$ cat config.mk
export PLATFORM = sky130hd
export DESIGN_NAME = line_rect_rasterizer_unit
export DESIGN_NICKNAME = d
export VERILOG_FILES = /design/src/design/lrr_pkg.sv /design/src/design/lrr_setup.sv /design/src/design/lrr_step.sv /design/src/design/line_rect_rasterizer_unit.sv
export SDC_FILE = /design/constraint.sdc
export NUM_CORES = 1
export LEC_CHECK = 0
export BUFFER_PORTS_ARGS = -buffer_cell sky130_fd_sc_hd__buf_4
export CAP_MARGIN = 10
export CORE_MARGIN = 4
export CORE_UTILIZATION = 25
export CTS_CLUSTER_DIAMETER = 30
export DETAILED_ROUTE_END_ITERATION = 7
export PLACE_DENSITY = 0.42
export SYNTH_ARGS = -nofsm -noshare
export SYNTH_HDL_FRONTEND = slang
export SYNTH_SLANG_ARGS = --single-unit
export TNS_END_PERCENT = 30
$ cat constraint.sdc
create_clock -name clk_i -period 6.3 [get_ports clk_i]
set_input_delay 0.315 -clock clk_i [delete_from_list [all_inputs] [get_ports clk_i]]
set_output_delay 0.315 -clock clk_i [all_outputs]
set_load 0.01 [all_outputs]
$ cat src/design/lrr_pkg.sv
// lrr_pkg: shared types and codes for the line rectangle rasterizer
// used by lrr_setup, lrr_step and line_rect_rasterizer_unit; no dependencies
package lrr_pkg;

  // item function codes
  localparam logic FUNC_LOAD = 1'b0;
  localparam logic FUNC_STEP = 1'b1;

  // line walking modes
  localparam logic [1:0] MODE_HORZ = 2'd0;
  localparam logic [1:0] MODE_VERT = 2'd1;
  localparam logic [1:0] MODE_XMAJ = 2'd2;
  localparam logic [1:0] MODE_YMAJ = 2'd3;

  // rectangle edge width on the result channel
  localparam int unsigned RECT_W = 18;

  // thickness and color widths
  localparam int unsigned THICK_W = 8;
  localparam int unsigned COLOR_W = 32;

  // line control held between items
  typedef struct packed {
    logic       active;
    logic [1:0] mode;
    logic [1:0] signs;   // bit 0: x walks negative, bit 1: y walks negative
  } line_ctrl_t;

  // what one step item produces
  typedef struct packed {
    logic emit;
    logic last;
  } step_stat_t;

endpackage

$ cat src/design/lrr_setup.sv
// lrr_setup: decodes a load item into the initial line state
// depends on lrr_pkg
module lrr_setup #(
  parameter int unsigned COORD_WIDTH = 16
) (
  input  logic signed [COORD_WIDTH-1:0]   start_x_i,
  input  logic signed [COORD_WIDTH-1:0]   start_y_i,
  input  logic signed [COORD_WIDTH-1:0]   delta_x_i,
  input  logic signed [COORD_WIDTH-1:0]   delta_y_i,
  input  logic [lrr_pkg::THICK_W-1:0]     thickness_i,
  output logic signed [COORD_WIDTH:0]     cur_x_o,
  output logic signed [COORD_WIDTH:0]     cur_y_o,
  output logic signed [COORD_WIDTH:0]     end_x_o,
  output logic signed [COORD_WIDTH:0]     end_y_o,
  output logic [COORD_WIDTH-1:0]          adx_o,
  output logic [COORD_WIDTH-1:0]          ady_o,
  output logic signed [COORD_WIDTH:0]     err_o,
  output logic [COORD_WIDTH-1:0]          steps_o,
  output logic [lrr_pkg::THICK_W-1:0]     width_o,
  output lrr_pkg::line_ctrl_t             ctrl_o
);

  localparam int unsigned CW = COORD_WIDTH;

  logic signed [CW:0] sx_ext, sy_ext, dx_ext, dy_ext;
  logic signed [CW:0] neg_dx, neg_dy;
  logic [CW-1:0]      adx, ady, major;
  logic               dx_zero, dy_zero, x_major;

  // sign extend the coordinates by one bit
  assign sx_ext = {start_x_i[CW-1], start_x_i};
  assign sy_ext = {start_y_i[CW-1], start_y_i};
  assign dx_ext = {delta_x_i[CW-1], delta_x_i};
  assign dy_ext = {delta_y_i[CW-1], delta_y_i};

  // end point
  assign cur_x_o = sx_ext;
  assign cur_y_o = sy_ext;
  assign end_x_o = sx_ext + dx_ext;
  assign end_y_o = sy_ext + dy_ext;

  // magnitudes of the deltas
  assign neg_dx = -dx_ext;
  assign neg_dy = -dy_ext;
  assign adx    = dx_ext[CW] ? neg_dx[CW-1:0] : dx_ext[CW-1:0];
  assign ady    = dy_ext[CW] ? neg_dy[CW-1:0] : dy_ext[CW-1:0];
  assign adx_o  = adx;
  assign ady_o  = ady;

  assign dx_zero = (delta_x_i == '0);
  assign dy_zero = (delta_y_i == '0);
  assign x_major = (adx >= ady);
  assign major   = x_major ? adx : ady;

  // zero thickness counts as one pixel
  assign width_o = (thickness_i == '0) ? lrr_pkg::THICK_W'(1) : thickness_i;

  // mode selection and error seed at half the major span
  always_comb begin
    ctrl_o.active = 1'b1;
    ctrl_o.signs  = {dy_ext[CW], dx_ext[CW]};
    steps_o       = '0;
    err_o         = '0;
    if (dy_zero) begin
      ctrl_o.mode = lrr_pkg::MODE_HORZ;
    end else if (dx_zero) begin
      ctrl_o.mode = lrr_pkg::MODE_VERT;
    end else begin
      ctrl_o.mode = x_major ? lrr_pkg::MODE_XMAJ : lrr_pkg::MODE_YMAJ;
      steps_o     = major;
      err_o       = {2'b00, major[CW-1:1]};
    end
  end

endmodule

$ cat src/design/lrr_step.sv
// lrr_step: one step of the line walk, gives a rectangle and the next line state
// depends on lrr_pkg
module lrr_step #(
  parameter int unsigned COORD_WIDTH = 16
) (
  input  lrr_pkg::line_ctrl_t             ctrl_i,
  input  logic signed [COORD_WIDTH:0]     cur_x_i,
  input  logic signed [COORD_WIDTH:0]     cur_y_i,
  input  logic signed [COORD_WIDTH:0]     end_x_i,
  input  logic signed [COORD_WIDTH:0]     end_y_i,
  input  logic [COORD_WIDTH-1:0]          adx_i,
  input  logic [COORD_WIDTH-1:0]          ady_i,
  input  logic signed [COORD_WIDTH:0]     err_i,
  input  logic [COORD_WIDTH-1:0]          steps_i,
  input  logic [lrr_pkg::THICK_W-1:0]     width_i,
  output logic signed [COORD_WIDTH+1:0]   rect_l_o,
  output logic signed [COORD_WIDTH+1:0]   rect_t_o,
  output logic signed [COORD_WIDTH+1:0]   rect_r_o,
  output logic signed [COORD_WIDTH+1:0]   rect_b_o,
  output lrr_pkg::step_stat_t             stat_o,
  output logic                            active_o,
  output logic signed [COORD_WIDTH:0]     cur_x_o,
  output logic signed [COORD_WIDTH:0]     cur_y_o,
  output logic signed [COORD_WIDTH:0]     err_o,
  output logic [COORD_WIDTH-1:0]          steps_o
);

  localparam int unsigned CW = COORD_WIDTH;
  localparam int unsigned IW = COORD_WIDTH + 2;

  logic signed [IW-1:0] cx_w, cy_w, ex_w, ey_w, w_w, one_w;
  logic signed [IW-1:0] lo_x, hi_x, lo_y, hi_y;
  logic signed [CW:0]   step_x, step_y, e1;
  logic [CW-1:0]        minor_amt, major_amt;
  logic                 straight, x_walk, take, last;

  // widen operands for edge arithmetic
  assign cx_w  = {cur_x_i[CW], cur_x_i};
  assign cy_w  = {cur_y_i[CW], cur_y_i};
  assign ex_w  = {end_x_i[CW], end_x_i};
  assign ey_w  = {end_y_i[CW], end_y_i};
  assign w_w   = {{(IW-lrr_pkg::THICK_W){1'b0}}, width_i};
  assign one_w = {{(IW-1){1'b0}}, 1'b1};

  // endpoint ordering for straight lines
  assign lo_x = (cx_w < ex_w) ? cx_w : ex_w;
  assign hi_x = (cx_w < ex_w) ? ex_w : cx_w;
  assign lo_y = (cy_w < ey_w) ? cy_w : ey_w;
  assign hi_y = (cy_w < ey_w) ? ey_w : cy_w;

  // rectangle edges
  always_comb begin
    case (ctrl_i.mode)
      lrr_pkg::MODE_HORZ: begin
        rect_l_o = lo_x;
        rect_t_o = cy_w;
        rect_r_o = hi_x + one_w;
        rect_b_o = cy_w + w_w;
      end
      lrr_pkg::MODE_VERT: begin
        rect_l_o = cx_w;
        rect_t_o = lo_y;
        rect_r_o = cx_w + w_w;
        rect_b_o = hi_y + one_w;
      end
      lrr_pkg::MODE_XMAJ: begin
        rect_l_o = cx_w;
        rect_t_o = cy_w;
        rect_r_o = cx_w + one_w;
        rect_b_o = cy_w + w_w;
      end
      default: begin
        rect_l_o = cx_w;
        rect_t_o = cy_w;
        rect_r_o = cx_w + w_w;
        rect_b_o = cy_w + one_w;
      end
    endcase
  end

  assign straight = (ctrl_i.mode == lrr_pkg::MODE_HORZ) ||
                    (ctrl_i.mode == lrr_pkg::MODE_VERT);
  assign last     = straight || (steps_i == '0);

  assign stat_o.emit = ctrl_i.active;
  assign stat_o.last = last;

  // bresenham error update
  assign x_walk    = (ctrl_i.mode == lrr_pkg::MODE_XMAJ);
  assign minor_amt = x_walk ? ady_i : adx_i;
  assign major_amt = x_walk ? adx_i : ady_i;
  assign e1        = err_i - {1'b0, minor_amt};
  assign take      = e1[CW];
  assign err_o     = take ? (e1 + {1'b0, major_amt}) : e1;

  // unit steps in the walk direction
  assign step_x = ctrl_i.signs[0] ? {(CW+1){1'b1}} : {{CW{1'b0}}, 1'b1};
  assign step_y = ctrl_i.signs[1] ? {(CW+1){1'b1}} : {{CW{1'b0}}, 1'b1};

  assign cur_x_o = (x_walk || take) ? (cur_x_i + step_x) : cur_x_i;
  assign cur_y_o = (!x_walk || take) ? (cur_y_i + step_y) : cur_y_i;

  assign active_o = !last;
  assign steps_o  = last ? steps_i : (steps_i - {{(CW-1){1'b0}}, 1'b1});

endmodule

$ cat src/design/line_rect_rasterizer_unit.sv
// line_rect_rasterizer_unit: top level, input register, line state and result register
// depends on lrr_pkg, lrr_setup and lrr_step
//
//  channel  signals                              direction  payload
//  in       in_valid_i / in_stall_o              sink       func, start, delta, thickness, color
//  out      out_valid_o / out_stall_i            source     rectangle edges, fill_color, last
//
// one item per cycle sustained while out_stall_i is low: an item sits in the input register,
// where the line state update and the rectangle are computed in a single pass
// a result is loaded into the output register at the edge its item leaves the input register
// in_stall_o rises only while the input register holds an item and the result register is
// full and stalled
// reset clears the line state to idle and empties both registers
module line_rect_rasterizer_unit #(
  parameter int unsigned COORD_WIDTH = 16
) (
  input  logic                                 clk_i,
  input  logic                                 rst_ni,
  input  logic                                 in_valid_i,
  output logic                                 in_stall_o,
  input  logic                                 func_i,
  input  logic signed [COORD_WIDTH-1:0]        start_x_i,
  input  logic signed [COORD_WIDTH-1:0]        start_y_i,
  input  logic signed [COORD_WIDTH-1:0]        delta_x_i,
  input  logic signed [COORD_WIDTH-1:0]        delta_y_i,
  input  logic [lrr_pkg::THICK_W-1:0]          thickness_i,
  input  logic [lrr_pkg::COLOR_W-1:0]          color_i,
  output logic                                 out_valid_o,
  input  logic                                 out_stall_i,
  output logic signed [lrr_pkg::RECT_W-1:0]    left_o,
  output logic signed [lrr_pkg::RECT_W-1:0]    top_o,
  output logic signed [lrr_pkg::RECT_W-1:0]    right_o,
  output logic signed [lrr_pkg::RECT_W-1:0]    bottom_o,
  output logic [lrr_pkg::COLOR_W-1:0]          fill_color_o,
  output logic                                 last_o
);

  localparam int unsigned CW = COORD_WIDTH;
  localparam int unsigned IW = COORD_WIDTH + 2;
  localparam int unsigned RW = lrr_pkg::RECT_W;
  localparam int unsigned WW = (IW > RW) ? IW : RW;

  // input register
  logic                          s1_valid_q;
  logic                          s1_func_q;
  logic signed [CW-1:0]          s1_sx_q, s1_sy_q, s1_dx_q, s1_dy_q;
  logic [lrr_pkg::THICK_W-1:0]   s1_thick_q;
  logic [lrr_pkg::COLOR_W-1:0]   s1_color_q;

  // line state
  lrr_pkg::line_ctrl_t           ctrl_q;
  logic signed [CW:0]            cur_x_q, cur_y_q, end_x_q, end_y_q, err_q;
  logic [CW-1:0]                 adx_q, ady_q, steps_q;
  logic [lrr_pkg::THICK_W-1:0]   width_q;
  logic [lrr_pkg::COLOR_W-1:0]   color_q;

  // result register
  logic                          out_valid_q;
  logic signed [RW-1:0]          left_q, top_q, right_q, bottom_q;
  logic [lrr_pkg::COLOR_W-1:0]   fill_q;
  logic                          last_q;

  // setup and step results
  lrr_pkg::line_ctrl_t           ld_ctrl;
  logic signed [CW:0]            ld_cur_x, ld_cur_y, ld_end_x, ld_end_y, ld_err;
  logic [CW-1:0]                 ld_adx, ld_ady, ld_steps;
  logic [lrr_pkg::THICK_W-1:0]   ld_width;

  logic signed [IW-1:0]          rect_l, rect_t, rect_r, rect_b;
  lrr_pkg::step_stat_t           st_stat;
  logic                          st_active;
  logic signed [CW:0]            st_cur_x, st_cur_y, st_err;
  logic [CW-1:0]                 st_steps;

  logic                          advance, in_take, do_load, do_step;
  logic signed [WW-1:0]          l_ext, t_ext, r_ext, b_ext;

  // handshake
  assign advance    = s1_valid_q && (!out_valid_q || !out_stall_i);
  assign in_stall_o = s1_valid_q && !advance;
  assign in_take    = in_valid_i && !in_stall_o;
  assign do_load    = advance && (s1_func_q == lrr_pkg::FUNC_LOAD);
  assign do_step    = advance && (s1_func_q == lrr_pkg::FUNC_STEP) && ctrl_q.active;

  // input register
  always_ff @(posedge clk_i or negedge rst_ni) begin
    if (!rst_ni) begin
      s1_valid_q <= 1'b0;
    end else if (in_take || advance) begin
      s1_valid_q <= in_take;
    end
  end

  always_ff @(posedge clk_i) begin
    if (in_take) begin
      s1_func_q  <= func_i;
      s1_sx_q    <= start_x_i;
      s1_sy_q    <= start_y_i;
      s1_dx_q    <= delta_x_i;
      s1_dy_q    <= delta_y_i;
      s1_thick_q <= thickness_i;
      s1_color_q <= color_i;
    end
  end

  lrr_setup #(
    .COORD_WIDTH(COORD_WIDTH)
  ) u_setup (
    .start_x_i  (s1_sx_q),
    .start_y_i  (s1_sy_q),
    .delta_x_i  (s1_dx_q),
    .delta_y_i  (s1_dy_q),
    .thickness_i(s1_thick_q),
    .cur_x_o    (ld_cur_x),
    .cur_y_o    (ld_cur_y),
    .end_x_o    (ld_end_x),
    .end_y_o    (ld_end_y),
    .adx_o      (ld_adx),
    .ady_o      (ld_ady),
    .err_o      (ld_err),
    .steps_o    (ld_steps),
    .width_o    (ld_width),
    .ctrl_o     (ld_ctrl)
  );

  lrr_step #(
    .COORD_WIDTH(COORD_WIDTH)
  ) u_step (
    .ctrl_i  (ctrl_q),
    .cur_x_i (cur_x_q),
    .cur_y_i (cur_y_q),
    .end_x_i (end_x_q),
    .end_y_i (end_y_q),
    .adx_i   (adx_q),
    .ady_i   (ady_q),
    .err_i   (err_q),
    .steps_i (steps_q),
    .width_i (width_q),
    .rect_l_o(rect_l),
    .rect_t_o(rect_t),
    .rect_r_o(rect_r),
    .rect_b_o(rect_b),
    .stat_o  (st_stat),
    .active_o(st_active),
    .cur_x_o (st_cur_x),
    .cur_y_o (st_cur_y),
    .err_o   (st_err),
    .steps_o (st_steps)
  );

  // line state update
  always_ff @(posedge clk_i or negedge rst_ni) begin
    if (!rst_ni) begin
      ctrl_q  <= '0;
      cur_x_q <= '0;
      cur_y_q <= '0;
      end_x_q <= '0;
      end_y_q <= '0;
      err_q   <= '0;
      adx_q   <= '0;
      ady_q   <= '0;
      steps_q <= '0;
      width_q <= lrr_pkg::THICK_W'(1);
      color_q <= '0;
    end else if (do_load) begin
      ctrl_q  <= ld_ctrl;
      cur_x_q <= ld_cur_x;
      cur_y_q <= ld_cur_y;
      end_x_q <= ld_end_x;
      end_y_q <= ld_end_y;
      err_q   <= ld_err;
      adx_q   <= ld_adx;
      ady_q   <= ld_ady;
      steps_q <= ld_steps;
      width_q <= ld_width;
      color_q <= s1_color_q;
    end else if (do_step) begin
      ctrl_q.active <= st_active;
      cur_x_q       <= st_cur_x;
      cur_y_q       <= st_cur_y;
      err_q         <= st_err;
      steps_q       <= st_steps;
    end
  end

  // wrap edges to the result width
  assign l_ext = WW'(rect_l);
  assign t_ext = WW'(rect_t);
  assign r_ext = WW'(rect_r);
  assign b_ext = WW'(rect_b);

  // result register
  always_ff @(posedge clk_i or negedge rst_ni) begin
    if (!rst_ni) begin
      out_valid_q <= 1'b0;
    end else begin
      out_valid_q <= do_step || (out_valid_q && out_stall_i);
    end
  end

  always_ff @(posedge clk_i) begin
    if (do_step) begin
      left_q   <= l_ext[RW-1:0];
      top_q    <= t_ext[RW-1:0];
      right_q  <= r_ext[RW-1:0];
      bottom_q <= b_ext[RW-1:0];
      fill_q   <= color_q;
      last_q   <= st_stat.last;
    end
  end

  assign out_valid_o  = out_valid_q;
  assign left_o       = left_q;
  assign top_o        = top_q;
  assign right_o      = right_q;
  assign bottom_o     = bottom_q;
  assign fill_color_o = fill_q;
  assign last_o       = last_q;

  // a load always leaves a line in progress
  assert property (@(posedge clk_i) disable iff (!rst_ni)
    do_load |=> ctrl_q.active)
    else $error("line not active after load");

  // the final rectangle ends the line
  assert property (@(posedge clk_i) disable iff (!rst_ni)
    (do_step && st_stat.last) |=> !ctrl_q.active)
    else $error("line still active after final rectangle");

  // straight lines give a single rectangle
  assert property (@(posedge clk_i) disable iff (!rst_ni)
    (do_step && ((ctrl_q.mode == lrr_pkg::MODE_HORZ) ||
                 (ctrl_q.mode == lrr_pkg::MODE_VERT))) |-> st_stat.last)
    else $error("straight line rectangle without last flag");

  // every emitted rectangle covers at least one pixel
  assert property (@(posedge clk_i) disable iff (!rst_ni)
    do_step |-> ((rect_r > rect_l) && (rect_b > rect_t)))
    else $error("empty rectangle emitted");

  // a step while idle never produces a result
  assert property (@(posedge clk_i) disable iff (!rst_ni)
    (advance && !do_load && !ctrl_q.active && !(out_valid_q && out_stall_i))
      |=> !out_valid_q)
    else $error("result from idle step");

endmodule
Word level (Yosys, flattened, before mapping)
Index checks and enable logic that the tools add are counted.
{ "classes": {"addsub": 15, "mul": 0, "div": 0, "n_lt_le_gt_ge": 3, "n_eq_ne": 3, "shifts": 0, "muxes": 37, "bitwise_logic": 1, "n_reduce_logical": 32} }
{ "op_table": {"columns": ["cell", "n"], "rows": [
  ["$mux W17", 12],
  ["$mux W16", 10],
  ["$mux W18", 6],
  ["$pmux W18 S2", 2],
  ["$logic_not A16 Y1", 3],
  ["$add A17 B2 Y18 const B", 2],
  ["$add A17 B9 Y18", 2],
  ["$add A18 B2 Y18 const B", 2],
  ["$add A16 B16 Y17", 2],
  ["$add A17 B17 Y17", 2],
  ["$lt A17 B17 Y1", 2],
  ["$neg A16 Y16", 2],
  ["$add A17 B16 Y17", 1],
  ["$sub A17 B16 Y17", 1],
  ["$ge A16 B16 Y1", 1],
  ["$sub A16 B1 Y16 const B", 1],
  ["$mux W15", 1],
  ["$logic_not A8 Y1", 1],
  ["$mux W8", 1],
  ["$logic_and A1 B1 Y1", 7],
  ["$logic_or A1 B1 Y1", 7],
  ["$logic_not A1 Y1", 6],
  ["$reduce_and A2 Y1", 3],
  ["$reduce_bool A2 Y1", 3],
  ["other kinds (8)", 11]
]} }
{ "word_totals": {"reg_bits": 390, "latchBits": 0, "mem_bits_rw": 0, "rom_bits": 0, "in_bits": 109, "output_inout_bits": 107, "n_memories": 0} }

Depth between registers and ports, before layout
{ "logic_depth": {"ltp_word": 8, "mapped_depth": 22} }

Cells and area by module
From an unflattened synthesis, not the netlist that was laid out.
{ "unflattened": {"cells_unflattened": 2353, "hier_area_um2": 24702.4} }
{ "by_module_without_submodules": {"columns": ["module", "n_inst", "cells_per_inst", "area_each_um2", "seq_area_each_um2"], "rows": [
  ["line_rect_rasterizer_unit", 1, 690, 13603.0, 10811.6],
  ["lrr_step", 1, 1243, 8027.7, 0.0],
  ["lrr_setup", 1, 420, 3071.7, 0.0]
]} }

Worst setup path before layout
Ideal clock, no wire load.
{ "synth_timing": {"path_type": "register to register", "start": "reg ctrl_q[3] (netlist bit)", "end": "reg err_q[14]", "arrival_ps": 4392, "t_required_ps": 6178, "slack_ps": 1785, "path_stages_with_launch": 22, "synth_period_minus_slack_ps": 4515, "cell_sequence": "dfrtp_1 > nor2b_1 > clkbuf_1 > clkbuf_1 > nand2_1 > nand2_1 > ha_1 > inv_1 > fa_1 > a211oi_1 > o21a_1 > o31ai_1 > a21o_1 > a211oi_1 > nor2_1 > ha_1 > or3_1 > a211o_1 > a31oi_1 > xnor2_1 > mux2i_1 > a221oi_1"} }
{ "synth_between": {"elab_chain_cells": 7} }
{ "synth_rtl": {"columns": ["item", "line", "rtl"], "rows": [
  ["start: declaration", "line_rect_rasterizer_unit.sv:51", "lrr_pkg::line_ctrl_t ctrl_q;"],
  ["start signal: assignment", "line_rect_rasterizer_unit.sv:166", "ctrl_q <= ld_ctrl;"],
  ["$eq A2 B2 Y1 (*)", "lrr_step.sv:89", "assign x_walk = (ctrl_i.mode == lrr_pkg::MODE_XMAJ);"],
  ["$mux W16", "lrr_step.sv:90", "assign minor_amt = x_walk ? ady_i : adx_i;"],
  ["$sub A17 B16 Y17", "lrr_step.sv:92", "assign e1 = err_i - {1'b0, minor_amt};"],
  ["$add A17 B16 Y17", "lrr_step.sv:94", "assign err_o = take ? (e1 + {1'b0, major_amt}) : e1;"],
  ["$mux W17 (*)", "lrr_step.sv:94", null],
  ["$mux W17 (*)", "line_rect_rasterizer_unit.sv:177", "end else if (do_step) begin"],
  ["$mux W17 (*)", "line_rect_rasterizer_unit.sv:165", "end else if (do_load) begin"],
  ["end signal: assignment", "line_rect_rasterizer_unit.sv:171", "err_q <= ld_err;"],
  ["end signal: assignment", "line_rect_rasterizer_unit.sv:181", "err_q <= st_err;"],
  ["end: declaration", "line_rect_rasterizer_unit.sv:52", "logic signed [CW:0] cur_x_q, cur_y_q, end_x_q, end_y_q, err_q;"]
]} }
Every way passes the cells marked *; elsewhere a longest branch is shown, timed or not. The select of a mux whose other input is x is not followed.
A chain may end at the register's enable or synchronous reset.

Worst setup path after layout
{ "layout_timing": {"start": "reg s1_dx_q[5]", "end": "reg err_q[5]"} }
{ "layout_between": {"elab_chain_cells": 7} }
{ "layout_rtl": {"columns": ["item", "line", "rtl"], "rows": [
  ["start: declaration", "line_rect_rasterizer_unit.sv:46", "logic signed [CW-1:0] s1_sx_q, s1_sy_q, s1_dx_q, s1_dy_q;"],
  ["start signal: assignment", "line_rect_rasterizer_unit.sv:99", "s1_dx_q <= delta_x_i;"],
  ["$neg A16 Y16", "lrr_setup.sv:43", "assign neg_dx = -dx_ext;"],
  ["$mux W16", "lrr_setup.sv:45", "assign adx = dx_ext[CW] ? neg_dx[CW-1:0] : dx_ext[CW-1:0];"],
  ["named net ld_adx[14]", "line_rect_rasterizer_unit.sv:66", "logic [CW-1:0] ld_adx, ld_ady, ld_steps;"],
  ["$ge A16 B16 Y1", "lrr_setup.sv:52", "assign x_major = (adx >= ady);"],
  ["$mux W16", "lrr_setup.sv:53", "assign major = x_major ? adx : ady;"],
  ["$mux W15", "lrr_setup.sv:66", "end else if (dx_zero) begin"],
  ["$mux W17", "lrr_setup.sv:64", "if (dy_zero) begin"],
  ["$mux W17", "line_rect_rasterizer_unit.sv:165", null]
]} }
The timed path passes the listed nets, and every way through them passes these cells.

==> metrics <==
status=finished, final reports clean; crit path max fanout=19; CTS max path bufs=3; post-route clock skew=0.04536 ns; CTS H-tree lvls=3; Root Driver=clkbuf_16; 1st-iter DRT viols=1117; TritonRoute pass-1 iters=6; Netlist Area Pre-Place=0.02323 mm^2; layout net count=3051; DRT antenna net count=0; final cycle utilization of the critical path=79.27%; routed vias/inst=4.734; first-pass GRT wire length=118.1 mm; final setup vio count=0; switching share of power=37.69%; clock share of power=35.9%; Req. time, crit path=6.85 ns; combinational power share=40.3%; layer with the highest usage=met2; share of cells above drive strength 1=17.35%; min Tclk post-route=4.994 ns; via count=19530; gr usage total=15.40%; maximum number of pins on one net before global-route repair=183; Setup crit end kind=flip-flop; unrepaired setup endpoints after global routing=false; total of max-cap violations=0; Sink Count=388; DIE WIDTH=312.9 um; synthesized instance count=2405; Warnings, synthesis=0; number of synthesized flops with an enable pin=208; vias in the first global route=20110; PD cells=536.8 mW/mm^2; Wirelength per Cell=18.56 um; Power Internal=10.52 mW; worst hold-check path type=in -> async; Core Box Area=0.09194 mm^2; final total negative setup slack=0 ns; IO buf count=215; Flop pwr share=23.8%; FMAX=0.2002 GHz; num ports=216; P_leak=13.43 nW; Routed WL=76.57 mm; switching power total=6.363 mW; CTS tree=yes; synthesized flop and latch total=388; Slew Limit Fails=0; Hold Vio Cnt, Final=0; Filler cells=9318; die height=312.9 um; TritonCTS buffer count=119; DRC Markers=0; Max VDD drop=0.2342 mV; Worst EP arrival=5.55 ns; GRT met1 Usage=20.27%; Post-CTS Setup Bufs=0; gr ovfl total=0; ys async rst share=46.39%; startpoint types=flip-flop; hpwl dp=54.79 mm; later-pin clock latency in the skew report=0.68 ns; clock-pin slew on the worst setup and hold paths=0.04 ns; Tot Pwr=16.88 mW; Crit Path Class=reg -> reg; sequential fraction of the synthesis area=46.27%; met2 GRT Util=24.53%; layout overhead on the synthesized area=35.37%; Row Count=111; WHS=0.3176 ns; die area=0.09788 mm^2; Final GP Congestion=0.8621; worst slew pin tran=0.9972 ns; relative slew slack=33.36%; initial antenna violation count=6; Gates resized, CTS repair=0; Mapped Nets=2685; top_reg_cell synth=edfxtp_1; Synth cell types=78; Initial Util=25.27%; met3 Track Usage GR=3.207%; synthesized area per cell=9.661 um^2
power by group through the flow:
stage	registers, mW	clock network [mW]	logic [mW]
2_1_floorplan	3.77	0	5.12
3_3_place_gp	4.05	0	6.62
3_5_place_dp	4.05	0	6.72
4_1_cts	4.02	6.20	6.82
5_1_grt	4.11	6.36	7.62
6_report	4.03	6.06	6.80
metrics by stage:
stage                     cell area, um^2  setup WS, ns  cells  utilization, %
after detailed placement            26210         1.410   3783           28.51
final                               31450         1.306   4125           34.21
after global placement              26210         1.491   3783           28.51
after CTS                           31430         1.367   4118           34.18
after floorplan                     23230         1.785   2405               -
after global routing                31440        0.9730   4121           34.20
final timing paths:
path	startpoint	to	slack (ns)	cells past startpoint
setup / recovery	s1_dx_q[5]	err_q[5]	1.31	15
hold / removal	rst_ni	end_y_q[12]	0.32	2
setup reg to reg	s1_dx_q[5]	err_q[5]	1.31	15
hold reg to reg	s1_color_q[4]	color_q[4]	0.43	2
max in group asynchronous	rst_ni	color_q[17]	4.92	3
min in group clk_i	delta_y_i[13]	s1_dy_q[13]	0.36	2
cells in the mapped netlist, types with 6 or more instances:
cell type	count	area, um^2
nor2_1	144	540.5
o21ai_0	201	1006
a221oi_1	7	61.31
a211o_1	9	78.83
nor2b_1	33	206.5
nand4_1	18	112.6
mux2i_1	45	450.4
fa_1	8	160.2
o21ai_1	13	65.06
dfrtp_1	179	4479
o211ai_1	9	67.56
and2_1	13	81.33
nand3_1	50	250.2
o41ai_1	6	52.55
ha_1	163	2039
xnor2_1	88	770.7
or2_2	10	62.56
o221ai_1	6	52.55
nand2b_1	18	112.6
edfxtp_1	208	6246
mux2_2	24	270.3
o21a_1	27	202.7
nor3_1	44	220.2
a211oi_1	26	195.2
inv_1	108	405.4
nor4_1	9	56.30
o31ai_1	19	142.6
xor2_1	69	604.3
a31oi_1	23	143.9
or3_1	25	156.4
a21o_1	35	262.8
nand2_1	411	1543
clkbuf_1	82	307.8
a21oi_1	145	725.7
and3_1	14	87.58
buf_2	11	55.05
cells by family after synthesis:
group	count (synthesis)	synth area share [%]
muxes	70	3.161
and+or+nand+nor	812	15.66
DFF	388	46.27
xor gates and xnor gates	157	5.918
buffers and inverters	210	3.597
adders and majority gates	171	9.467
AOI/OAI and AO/OA	597	15.92
routing by layer:
| metal | wire [um] | vias to the layer above |
|---|---|---|
| li1 | - | 9409 |
| met1 | 35030 | 9407 |
| met2 | 34430 | 538 |
| met3 | 4176 | 170 |
| met4 | 2918 | 2 |
| met5 | 12 | - |
worst max-delay path, cell delays in order (launching register included):
cell      delay [ns]
edfxtp_1        0.53
or4_1           0.57
or3_1           0.46
o41ai_1         0.34
xor2_1          0.41
inv_1           0.14
ha_1            0.35
a21o_1          0.17
a21oi_1         0.13
o21ai_0         0.11
a21oi_2         0.41
buf_4           0.33
nor2_1          0.07
a211oi_1        0.62
a21oi_1         0.07
a21oi_1         0.17
cell usage in the layout (no fill, tap or decap), drive strengths merged, types with 19 or more instances in the layout:
master and count:
a211oi 26, a21o 35, a21oi 146, a31oi 23, buf 237, clkbuf 146, clkinv 47, dfrtp 179
dlygate4sd3 109, edfxtp 208, ha 163, inv 117, mux2 24, mux2i 46, nand2 411, nand3 50
nor2 144, nor2b 33, nor3 44, o21a 28, o21ai 220, o31ai 19, or3 27, xnor2 88
xor2 69
state kept, by name (all words and copies together) (netlist names), 17 cells and up:
signal / count
bottom_o: 18
color_q: 32
cur_x_q: 17
cur_y_q: 17
end_x_q: 17
end_y_q: 17
err_q: 17
fill_color_o: 32
left_o: 17
right_o: 18
s1_color_q: 32
top_o: 17
layout make-up:
cell class	instances	area [um^2]	area share, %
antenna	6	15.01	0.04773
clock buffer	145	3157	10.04
clock inverter	81	967.2	3.075
inverter	108	407.9	1.297
multi-input combinational	1807	11670	37.12
sequential	388	10750	34.18
tap	1243	1555	4.945
timing repair buffer	347	2925	9.300
repair_timing:
| item | in CTS | in global routing |
|---|---|---|
| hold buffers | 109 | 0 |
| hold endpoints to repair | 195 | 0 |
| endpoints found under the setup margin | 0 | 0 |
Note: power is estimated with default switching activity, not from simulation.
